`src/sv/vtm_pkg.sv`:
```
// shared constants and register indexes of the vco tuning meter
package vtm_pkg;

  // fraction bits of the fixed-point log2
  localparam int LogFrac = 16;
  localparam int LogW    = LogFrac + 5;
  localparam int NoteW   = LogFrac + 12;
  localparam int LbW     = $clog2(LogFrac);
  localparam int RefW    = 12;
  localparam int DivW    = 37;
  localparam int DenW    = (LogFrac + 4 > 17) ? LogFrac + 4 : 17;
  localparam int DivCntW = $clog2(DivW + 1);

  localparam int CfgIdxW  = 3;
  localparam int CfgDataW = 31;

  localparam logic [31:0] HzMin      = 32'd65536;
  localparam logic [31:0] HzMax      = 32'd1310720000;
  localparam logic [30:0] DefaultA1  = 31'd28835840;
  localparam int          PitchLimit = 335544320;
  localparam logic [16:0] AlphaMax   = 17'd65536;

  typedef enum logic [CfgIdxW-1:0] {
    CfgSmooth  = 3'd0,
    CfgConcert = 3'd1,
    CfgRefNote = 3'd2,
    CfgPrec    = 3'd3,
    CfgBase    = 3'd4
  } cfg_idx_e;

endpackage

```
`src/sv/vco_tuning_meter_core.sv`:
```
// vco tuning meter: frequency smoothing, log2 pitch, cents and led drive
//
// One item per tick of the probe. A valid frequency is smoothed by a one-pole
// filter, turned into semitones with a 16-step squaring log2 (run once for the
// smoothed frequency and once for concert pitch) and then into cents, tuning,
// pitches and led levels. Divisions by constants strip their power of two and
// multiply by a reciprocal; the led level divides by a variable span with a
// 37-step restoring divider. All products go through one 32x32 multiplier.
// An item with a valid frequency runs, from acceptance to the output register,
// through the filter update (when armed), the bit-by-bit normalize and squaring
// loop of each log, three or four reciprocal divisions and, when out of tune,
// the led divide. An item without signal goes straight to the output register.
// Either may wait while the previous reading is still stalled in the output
// register. The input stalls while an item is in work; a finished item waits
// in the output register, so the next item can be taken.
module vco_tuning_meter_core (
  input  logic                           clk_i,
  input  logic                           rst_ni,
  input  logic                           cfg_we_i,
  input  logic [vtm_pkg::CfgIdxW-1:0]    cfg_index_i,
  input  logic [vtm_pkg::CfgDataW-1:0]   cfg_data_i,
  input  logic                           in_valid_i,
  output logic                           in_stall_o,
  input  logic                           probe_present_i,
  input  logic [31:0]                    probe_hz_i,
  input  logic                           leds_shown_i,
  output logic                           out_valid_o,
  input  logic                           out_stall_i,
  output logic                           signal_found_o,
  output logic [30:0]                    frequency_o,
  output logic signed [29:0]             pitch_o,
  output logic signed [29:0]             reference_pitch_o,
  output logic signed [18:0]             cents_o,
  output logic signed [20:0]             tuning_o,
  output logic                           in_tune_o,
  output logic [16:0]                    led_flat_o,
  output logic [16:0]                    led_sharp_o,
  output logic                           led_in_tune_o,
  output logic                           leds_updated_o
);
  import vtm_pkg::*;

  localparam logic [3:0] S_IDLE  = 4'd0;
  localparam logic [3:0] S_FMUL  = 4'd1;
  localparam logic [3:0] S_FUPD  = 4'd2;
  localparam logic [3:0] S_LNORM = 4'd3;
  localparam logic [3:0] S_LSQ   = 4'd4;
  localparam logic [3:0] S_NOTE  = 4'd5;
  localparam logic [3:0] S_REF   = 4'd6;
  localparam logic [3:0] S_CENTS = 4'd7;
  localparam logic [3:0] S_DLOAD = 4'd8;
  localparam logic [3:0] S_DIV   = 4'd9;
  localparam logic [3:0] S_DDONE = 4'd10;
  localparam logic [3:0] S_OUT   = 4'd11;
  localparam logic [3:0] S_RMUL  = 4'd12;
  localparam logic [3:0] S_RQ    = 4'd13;

  localparam logic [2:0] OP_K      = 3'd0;
  localparam logic [2:0] OP_TUNE   = 3'd1;
  localparam logic [2:0] OP_PITCH  = 3'd2;
  localparam logic [2:0] OP_RPITCH = 3'd3;
  localparam logic [2:0] OP_MAG    = 3'd4;

  // configuration
  logic [16:0]        alpha_q;
  logic [30:0]        concert_q;
  logic signed [4:0]  refnote_q;
  logic [14:0]        prec_q;
  logic signed [29:0] base_q;

  // sequencer and working registers
  logic [3:0]              state_q;
  logic [2:0]              op_q;
  logic                    phase_q;
  logic [31:0]             hz_q;
  logic                    shown_q;
  logic                    found_q;
  logic [31:0]             smooth_q;
  logic                    armed_q;
  logic [31:0]             lx_q;
  logic [4:0]              le_q;
  logic [LogFrac-1:0]      lfrac_q;
  logic [LbW-1:0]          lbit_q;
  logic                    lsel_q;
  logic [LogW-1:0]         ls_q;
  logic signed [NoteW-1:0] note_q;
  logic signed [RefW-1:0]  ref_q;
  logic signed [18:0]      cents_q;
  logic                    intune_q;
  logic signed [20:0]      tune_q;
  logic [16:0]             mag_q;
  logic signed [29:0]      hpitch_q;
  logic signed [29:0]      hrpitch_q;
  logic [63:0]             prod_q;

  // divider
  logic [DivW-1:0]    dv_num_q;
  logic [DenW-1:0]    dv_rem_q;
  logic [DenW-1:0]    dv_den_q;
  logic               dv_neg_q;
  logic [DivCntW-1:0] dv_cnt_q;
  logic [31:0]        rc_x_q;

  // output register
  logic               outv_q;
  logic               o_found_q;
  logic [30:0]        o_freq_q;
  logic signed [29:0] o_pitch_q;
  logic signed [29:0] o_rpitch_q;
  logic signed [18:0] o_cents_q;
  logic signed [20:0] o_tune_q;
  logic               o_intune_q;
  logic [16:0]        o_flat_q;
  logic [16:0]        o_sharp_q;
  logic               o_ledin_q;
  logic               o_upd_q;

  logic                    accept;
  logic                    hz_ok;
  logic [16:0]             alpha_sat;
  logic                    hz_ge;
  logic [31:0]             ad;
  logic [47:0]             fstep;
  logic [31:0]             smooth_new;
  logic [31:0]             cp;
  logic [31:0]             mul_a;
  logic [31:0]             mul_b;
  logic [32:0]             sq;
  logic [LogFrac-1:0]      lfrac_set;
  logic signed [NoteW-1:0] ls_x;
  logic signed [NoteW-1:0] lc_x;
  logic signed [NoteW-1:0] note_w;
  logic [NoteW-1:0]        anote;
  logic [NoteW-1:0]        rq;
  logic signed [NoteW-1:0] dev;
  logic [NoteW-1:0]        adev;
  logic [63:0]             cm;
  logic [18:0]             ac;
  logic signed [16:0]      span_raw;
  logic [13:0]             span;
  logic [18:0]             num_raw;
  logic [13:0]             num;
  logic [15:0]             magn;
  logic signed [DivW-1:0]  dn;
  logic [DenW-1:0]         dd;
  logic [DivW-1:0]         dmag;
  logic [DivW-1:0]         dnum;
  logic [4:0]              rc_s;
  logic [31:0]             rc_m;
  logic [DivW-1:0]         rc_q;
  logic [DenW:0]           rem_sh;
  logic                    dge;
  logic [DenW:0]           rem_nx;
  logic signed [DivW-1:0]  dq;

  function automatic logic signed [29:0] sat_pitch(input logic signed [31:0] v);
    logic signed [31:0] lim;
    lim = 32'(PitchLimit);
    if (v > lim) return 30'(lim);
    if (v < -lim) return 30'(-lim);
    return v[29:0];
  endfunction

  assign accept     = in_valid_i && (state_q == S_IDLE);
  assign in_stall_o = (state_q != S_IDLE);
  assign hz_ok      = probe_present_i && (probe_hz_i >= HzMin) && (probe_hz_i <= HzMax);

  // filter
  assign alpha_sat  = (alpha_q > AlphaMax) ? AlphaMax : alpha_q;
  assign hz_ge      = (hz_q >= smooth_q);
  assign ad         = hz_ge ? hz_q - smooth_q : smooth_q - hz_q;
  assign fstep      = 48'((prod_q + 64'd32768) >> 16);
  assign smooth_new = hz_ge ? smooth_q + fstep[31:0] : smooth_q - fstep[31:0];
  assign cp         = (concert_q == '0) ? {1'b0, DefaultA1} : {1'b0, concert_q};

  // shared multiplier operands
  always_comb begin
    case (state_q)
      S_FMUL: begin
        mul_a = {15'd0, alpha_sat};
        mul_b = ad;
      end
      S_CENTS: begin
        mul_a = 32'(adev);
        mul_b = 32'd25600;
      end
      S_RMUL: begin
        mul_a = rc_x_q;
        mul_b = rc_m;
      end
      default: begin
        mul_a = lx_q;
        mul_b = lx_q;
      end
    endcase
  end

  // log2 squaring step
  assign sq        = prod_q[63:31];
  assign lfrac_set = lfrac_q | (LogFrac'(sq[32]) << lbit_q);

  assign ls_x   = NoteW'($signed({1'b0, ls_q}));
  assign lc_x   = NoteW'($signed({1'b0, le_q, lfrac_q}));
  assign note_w = (ls_x - lc_x) * NoteW'(12) + (NoteW'(21) <<< LogFrac);

  // nearest semitone, half away from zero
  assign anote = note_q[NoteW-1] ? NoteW'(-note_q) : NoteW'(note_q);
  assign rq    = (anote + (NoteW'(1) << (LogFrac - 1))) >> LogFrac;

  assign dev  = note_q - (NoteW'(ref_q) <<< LogFrac);
  assign adev = dev[NoteW-1] ? NoteW'(-dev) : NoteW'(dev);
  assign cm   = (prod_q + (64'd1 << (LogFrac - 1))) >> LogFrac;

  // led magnitude operands
  assign ac       = cents_q[18] ? 19'(-cents_q) : 19'(cents_q);
  assign span_raw = 17'sd12800 - $signed({2'b00, prec_q});
  assign span     = (span_raw < 17'sd256) ? 14'd256 : span_raw[13:0];
  assign num_raw  = ac - {4'd0, prec_q};
  assign num      = (num_raw > {5'd0, span}) ? span : num_raw[13:0];
  assign magn     = {2'b00, span} + {num, 2'b00};

  // divider operand select
  always_comb begin
    case (op_q)
      OP_K: begin
        dn = DivW'(note_q) - (DivW'(refnote_q) <<< LogFrac);
        dd = DenW'(12) << LogFrac;
      end
      OP_TUNE: begin
        dn = DivW'(cents_q) <<< 16;
        dd = DenW'(12000);
      end
      OP_PITCH: begin
        dn = DivW'(note_q) <<< (24 - LogFrac);
        dd = DenW'(120);
      end
      OP_RPITCH: begin
        dn = DivW'(ref_q) <<< 24;
        dd = DenW'(120);
      end
      OP_MAG: begin
        dn = $signed(DivW'({magn, 16'd0}));
        dd = DenW'(span) * DenW'(5);
      end
      default: begin
        dn = '0;
        dd = DenW'(1);
      end
    endcase
  end

  // divisions by constants: strip the power of two, then multiply by a reciprocal
  always_comb begin
    case (op_q)
      OP_K: begin
        rc_s = 5'(LogFrac + 2);
        rc_m = 32'd2863311531;
        rc_q = DivW'(prod_q >> 33);
      end
      OP_TUNE: begin
        rc_s = 5'd5;
        rc_m = 32'd2932031008;
        rc_q = DivW'(prod_q >> 40);
      end
      default: begin
        rc_s = 5'd3;
        rc_m = 32'd2290649225;
        rc_q = DivW'(prod_q >> 35);
      end
    endcase
  end

  assign dmag   = dn[DivW-1] ? DivW'(-dn) : DivW'(dn);
  assign dnum   = dmag + DivW'(dd >> 1);
  assign rem_sh = {dv_rem_q, dv_num_q[DivW-1]};
  assign dge    = (rem_sh >= {1'b0, dv_den_q});
  assign rem_nx = dge ? rem_sh - {1'b0, dv_den_q} : rem_sh;
  assign dq     = dv_neg_q ? -$signed(dv_num_q) : $signed(dv_num_q);

  always_ff @(posedge clk_i) begin
    prod_q <= 64'(mul_a) * 64'(mul_b);
  end

  always_ff @(posedge clk_i or negedge rst_ni) begin
    if (!rst_ni) begin
      alpha_q   <= AlphaMax;
      concert_q <= DefaultA1;
      refnote_q <= -5'sd1;
      prec_q    <= '0;
      base_q    <= '0;
    end else if (cfg_we_i) begin
      case (cfg_index_i)
        CfgSmooth:  alpha_q   <= cfg_data_i[16:0];
        CfgConcert: concert_q <= cfg_data_i[30:0];
        CfgRefNote: refnote_q <= cfg_data_i[4:0];
        CfgPrec:    prec_q    <= cfg_data_i[14:0];
        CfgBase:    base_q    <= cfg_data_i[29:0];
        default: ;
      endcase
    end
  end

  always_ff @(posedge clk_i or negedge rst_ni) begin
    if (!rst_ni) begin
      state_q   <= S_IDLE;
      armed_q   <= 1'b0;
      smooth_q  <= '0;
      hpitch_q  <= '0;
      hrpitch_q <= '0;
      outv_q    <= 1'b0;
    end else begin
      if (outv_q && !out_stall_i && state_q != S_OUT) outv_q <= 1'b0;
      case (state_q)
        S_IDLE: begin
          if (accept) begin
            hz_q    <= probe_hz_i;
            shown_q <= leds_shown_i;
            found_q <= hz_ok;
            armed_q <= hz_ok;
            if (!hz_ok) begin
              state_q <= S_OUT;
            end else if (armed_q) begin
              state_q <= S_FMUL;
            end else begin
              smooth_q <= probe_hz_i;
              lx_q     <= probe_hz_i;
              le_q     <= 5'd31;
              lfrac_q  <= '0;
              lsel_q   <= 1'b0;
              state_q  <= S_LNORM;
            end
          end
        end
        S_FMUL: state_q <= S_FUPD;
        S_FUPD: begin
          smooth_q <= smooth_new;
          lx_q     <= smooth_new;
          le_q     <= 5'd31;
          lfrac_q  <= '0;
          lsel_q   <= 1'b0;
          state_q  <= S_LNORM;
        end
        S_LNORM: begin
          if (!lx_q[31] && le_q != 5'd0) begin
            lx_q <= {lx_q[30:0], 1'b0};
            le_q <= le_q - 5'd1;
          end else begin
            lbit_q  <= LbW'(LogFrac - 1);
            phase_q <= 1'b0;
            state_q <= S_LSQ;
          end
        end
        S_LSQ: begin
          phase_q <= !phase_q;
          if (phase_q) begin
            lx_q    <= sq[32] ? sq[32:1] : sq[31:0];
            lfrac_q <= lfrac_set;
            lbit_q  <= lbit_q - LbW'(1);
            if (lbit_q == '0) begin
              if (!lsel_q) begin
                ls_q    <= {le_q, lfrac_set};
                lx_q    <= cp;
                le_q    <= 5'd31;
                lfrac_q <= '0;
                lsel_q  <= 1'b1;
                state_q <= S_LNORM;
              end else begin
                state_q <= S_NOTE;
              end
            end
          end
        end
        S_NOTE: begin
          note_q  <= note_w;
          state_q <= S_REF;
        end
        S_REF: begin
          if (refnote_q[4]) begin
            ref_q   <= note_q[NoteW-1] ? RefW'(-rq) : RefW'(rq);
            phase_q <= 1'b0;
            state_q <= S_CENTS;
          end else begin
            op_q    <= OP_K;
            state_q <= S_DLOAD;
          end
        end
        S_CENTS: begin
          phase_q <= !phase_q;
          if (phase_q) begin
            cents_q  <= dev[NoteW-1] ? 19'(-cm) : 19'(cm);
            intune_q <= (cm <= 64'(prec_q));
            op_q     <= OP_TUNE;
            state_q  <= S_DLOAD;
          end
        end
        S_DLOAD: begin
          dv_neg_q <= dn[DivW-1];
          if (op_q == OP_MAG) begin
            dv_num_q <= dnum;
            dv_den_q <= dd;
            dv_rem_q <= '0;
            dv_cnt_q <= DivCntW'(DivW);
            state_q  <= S_DIV;
          end else begin
            rc_x_q  <= 32'(dnum >> rc_s);
            state_q <= S_RMUL;
          end
        end
        S_RMUL: state_q <= S_RQ;
        S_RQ: begin
          dv_num_q <= rc_q;
          state_q  <= S_DDONE;
        end
        S_DIV: begin
          dv_rem_q <= rem_nx[DenW-1:0];
          dv_num_q <= {dv_num_q[DivW-2:0], dge};
          dv_cnt_q <= dv_cnt_q - DivCntW'(1);
          if (dv_cnt_q == DivCntW'(1)) state_q <= S_DDONE;
        end
        S_DDONE: begin
          case (op_q)
            OP_K: begin
              ref_q   <= RefW'(refnote_q) + $signed(dq[RefW-1:0]) * RefW'(12);
              phase_q <= 1'b0;
              state_q <= S_CENTS;
            end
            OP_TUNE: begin
              tune_q  <= dq[20:0];
              op_q    <= OP_PITCH;
              state_q <= S_DLOAD;
            end
            OP_PITCH: begin
              hpitch_q <= sat_pitch(32'(base_q) + $signed(dq[31:0]));
              op_q     <= OP_RPITCH;
              state_q  <= S_DLOAD;
            end
            OP_RPITCH: begin
              hrpitch_q <= sat_pitch(32'(base_q) + $signed(dq[31:0]));
              if (intune_q) begin
                mag_q   <= '0;
                state_q <= S_OUT;
              end else begin
                op_q    <= OP_MAG;
                state_q <= S_DLOAD;
              end
            end
            OP_MAG: begin
              mag_q   <= dq[16:0];
              state_q <= S_OUT;
            end
            default: state_q <= S_OUT;
          endcase
        end
        S_OUT: begin
          if (!outv_q || !out_stall_i) begin
            outv_q     <= 1'b1;
            o_found_q  <= found_q;
            o_freq_q   <= found_q ? smooth_q[30:0] : '0;
            o_pitch_q  <= hpitch_q;
            o_rpitch_q <= hrpitch_q;
            o_cents_q  <= found_q ? cents_q : '0;
            o_tune_q   <= found_q ? tune_q : '0;
            o_intune_q <= found_q && intune_q;
            o_flat_q   <= (found_q && shown_q && !intune_q && cents_q < 0) ? mag_q : '0;
            o_sharp_q  <= (found_q && shown_q && !intune_q && cents_q > 0) ? mag_q : '0;
            o_ledin_q  <= found_q && shown_q && intune_q;
            o_upd_q    <= shown_q;
            state_q    <= S_IDLE;
          end
        end
        default: state_q <= S_IDLE;
      endcase
    end
  end

  assign out_valid_o       = outv_q;
  assign signal_found_o    = o_found_q;
  assign frequency_o       = o_freq_q;
  assign pitch_o           = o_pitch_q;
  assign reference_pitch_o = o_rpitch_q;
  assign cents_o           = o_cents_q;
  assign tuning_o          = o_tune_q;
  assign in_tune_o         = o_intune_q;
  assign led_flat_o        = o_flat_q;
  assign led_sharp_o       = o_sharp_q;
  assign led_in_tune_o     = o_ledin_q;
  assign leds_updated_o    = o_upd_q;

endmodule
```
`config.mk`:
```
export PLATFORM = sky130hd
export DESIGN_NAME = vco_tuning_meter_core
export DESIGN_NICKNAME = d
export VERILOG_FILES = /design/src/sv/vtm_pkg.sv /design/src/sv/vco_tuning_meter_core.sv
export SDC_FILE = /design/constraint.sdc
export NUM_CORES = 2
export LEC_CHECK = 0
export BUFFER_PORTS_ARGS = -buffer_cell sky130_fd_sc_hd__buf_2
export CORE_UTILIZATION = 45
export DETAILED_ROUTE_END_ITERATION = 8
export GPL_ROUTABILITY_DRIVEN = 0
export SYNTH_ARGS = -nofsm -noshare
export SYNTH_HDL_FRONTEND = slang
export SYNTH_SLANG_ARGS = --single-unit
export TNS_END_PERCENT = 30
```
`constraint.sdc`:
```
create_clock -name clk_i -period 29.5 [get_ports clk_i]
set_input_delay 2.95 -clock clk_i [delete_from_list [all_inputs] [get_ports clk_i]]
set_output_delay 2.95 -clock clk_i [all_outputs]
set_load 0.02 [all_outputs]
```
==> flow_summary.toml <==
[floorplanning]
rows = 158
die_area_sq_um = 190000
die_w_microns = 436
io_pins = 244
die_h_microns = 436
core_area_sq_um = 186000
initial_core_util_pct = 45.5

[global_route]
gr-usage-all-layers_pct = 32.1
grt_pass1_vias = 70696
grt_pass1_wl_microns = 456000
gr-total-overflow = 0
antenna_found_initial = 20
grt_max_degree = 78

[cts]
cts_resized = 0
cts_setup_buffers = 0
clkSinkCount = 741
clockBufferDepth = 3
cts_tree = "done"
clk_latency_ns = 0.75
clk_pin_slew_ns = 0.06
ctsHoldBuffers = 0
clockRootBuffer = "clkbuf_16"
htree_levels = 3
cts_buffers = 83

[yosys]
ys_ff_latch = 741
yosysSeqAreaShare_pct = 24.6
synth_flop_cell = "edfxtp_1"
synth_mux_area_share_pct = 2.50
yosysWarnings = 0
synth.distinct_cells = 108
synthesis.nets = 10974
netlist_area_sq_um = 84700
synthCells = 9367
syn_area_per_cell_sq_um = 9.04
synth_top_family_by_area = "adder cells"
synth_compound_area_share_pct = 13.5
synth_edf_count = 496
synth-simple-area-share_pct = 16.0
synthAdderAreaFrac_pct = 30.7
synth_xor_area_share_pct = 4.83
async_flop_share_pct = 26.5

[detailed_routing]
wl_per_cell_microns = 25.8
via_count = 71607
wl_met2_microns = 132000
dr_wl_met3_microns = 34300
top_layer = "met5"
met1Wirelength_microns = 120000
final_antenna_net_count = 0
firstDrtPassIters = 7
drc = 0
avgViaCountPerCell = 6.00
drt-initial-drc-count = 8376
wirelength_microns = 308000

[outcome]
status = "completed"

[place]
numPortBuffers = 243
dp_cells = 11777
hpwl_microns = 239000

[worst_setup_path]
critical_path.reg2reg.startpoint = "smooth_q[13]$_DFFE_PN0P_"
cp.required_ns = 30.05
worstPathMaxFanout = 60
end_kind = "flop"
critPathArrivalTime_ns = 14.23
cpMaxStageDelayCell = "nor2_4"
crit_top_cell = "fa_1"
crit_path_start_kind = "flop"
critPathKind = "reg2reg"
critPathLaunch = "smooth_q[13]$_DFFE_PN0P_"
worstRegToRegCells = 42
cpPeakStageDelay_ns = 0.76

[worst_hold_path]
hold_class = "reg2reg"
min_from = "hrpitch_q[20]$_DFFE_PN0P_"
hold_depth = 0

[final_layout]
final_nets = 10989
stdcell_count = 11943
drive_gt1_share_pct = 8.12
area_growth_pct = 8.31
n_fill_cell = 17734

[timing]
finalMaxSlewViolations = 0
rsz0062_at_grt = "no"
relSlewSlack_pct = 4.94
setup_violations = 0
fin_crit_ns = 13.68
tightest_slew_ns = 1.41
clock_skew_ns = 0.0782
hold_viol = 0
fmax_mhz = 73.1
finalCritPeriodShare_pct = 46.4
final.setup.tns_ns = 0

[job]
maxCapViolCount = 0
## cells in the final DEF (no fill, tap or decap), types with 138 or more instances in the layout
cell      Yosys  final
o21ai_0     460    455
nand3_1     138    138
edfxtp_1    496    496
fa_1        910    910
ha_1        624    624
buf_2        27    242
nand2_1    1302   1300
nor3_1      156    146
a21o_1      161    161
nor2_1      442    428
xor2_1      157    157
dfrtp_1     185    185
xnor2_1     308    305
inv_1      1297   1297
and2_1      270    270
buf_4         3    159
a21oi_1     433    426
## critical path, delay by kind of cell (launching register included)
family                     cells  cell delay [ns]
and+or+nand+nor                7             2.17
buffers and inverters          6             0.82
xor gates and xnor gates       2             0.74
DFF                            1             0.43
adders and majority gates     10             4.95
AOI/OAI and AO/OA             17             4.33
## per-layer routing
metal,GRT usage [%],vias to the layer above
li1,-,31321
met1,41.9,35508
met2,48.2,3825
met3,8.19,931
met4,18.4,22
met5,0,-
## cells in the mapped netlist, drive strengths merged (185+ instances only)
library cell  number  share of area (%)
nand2           1302                5.8
inv             1298                5.8
fa               910                 22
ha               624                9.2
edfxtp           496                 18
o21ai            478                2.8
nor2             442                2.0
a21oi            435                2.6
clkbuf           418                1.9
xnor2            309                3.2
and2             270                2.0
dfrtp            185                5.5
## per-stage QoR
stage,setup WS (ns),hold slack [ns],utilization [%],cell area [sq um]
floorplan,13.97,0.425,-,84700
global placement,16.65,0.431,47.6,88700
detailed placement,16.27,0.432,47.6,88700
CTS,16.19,0.427,49.2,91700
global route,15.09,0.436,49.2,91700
finish,15.82,0.427,49.2,91700
## cell type report
cell class | count | area, sq um | area share, %
clock inverters | 54 | 774 | 0.845
multi-input cells | 6851 | 57500 | 62.7
well taps | 2480 | 3100 | 3.38
inverters | 1303 | 4890 | 5.33
diodes | 10 | 25.0 | 0.0273
flip-flops and latches | 741 | 20800 | 22.7
repair buffers | 402 | 2420 | 2.64
clock buffers | 102 | 2210 | 2.41
## worst paths after layout
kind                                                    to  slack [ns]
max                                     prod_q[60]$_DFF_P_       15.82
min in group asynchronous          alpha_q[14]$_DFFE_PN0P_        2.12
max reg2reg                             prod_q[60]$_DFF_P_       15.82
min reg2reg                reference_pitch_o[20]$_DFFE_PP_        0.43
min                        reference_pitch_o[20]$_DFFE_PP_        0.43
max in group asynchronous           base_q[15]$_DFFE_PN0P_       25.17
## flip-flops by register name (all words and copies together) (netlist names), 30 cells and up
name,flops
hrpitch_q,30
dv_num_q,37
pitch_o,30
smooth_q,32
reference_pitch_o,30
base_q,30
hz_q,32
rc_x_q,32
hpitch_q,30
prod_q,49
concert_q,31
frequency_o,31
lx_q,32
## kinds of logic (layout without fill, tap and decap cells)
| family | after synthesis | after routing |
|---|---|---|
| xor+xnor | 466 | 466 |
| mux | 198 | 198 |
| other cells | 0 | 10 |
| compound gates | 1778 | 1778 |
| buf+inv | 1775 | 1861 |
| simple gates | 2875 | 2875 |
| flops | 741 | 741 |
| fa+ha+maj | 1534 | 1534 |
Power is left out: the tool's default activity adds up to more than one toggle a clock period on the data nets, which glitch-free logic cannot reach.
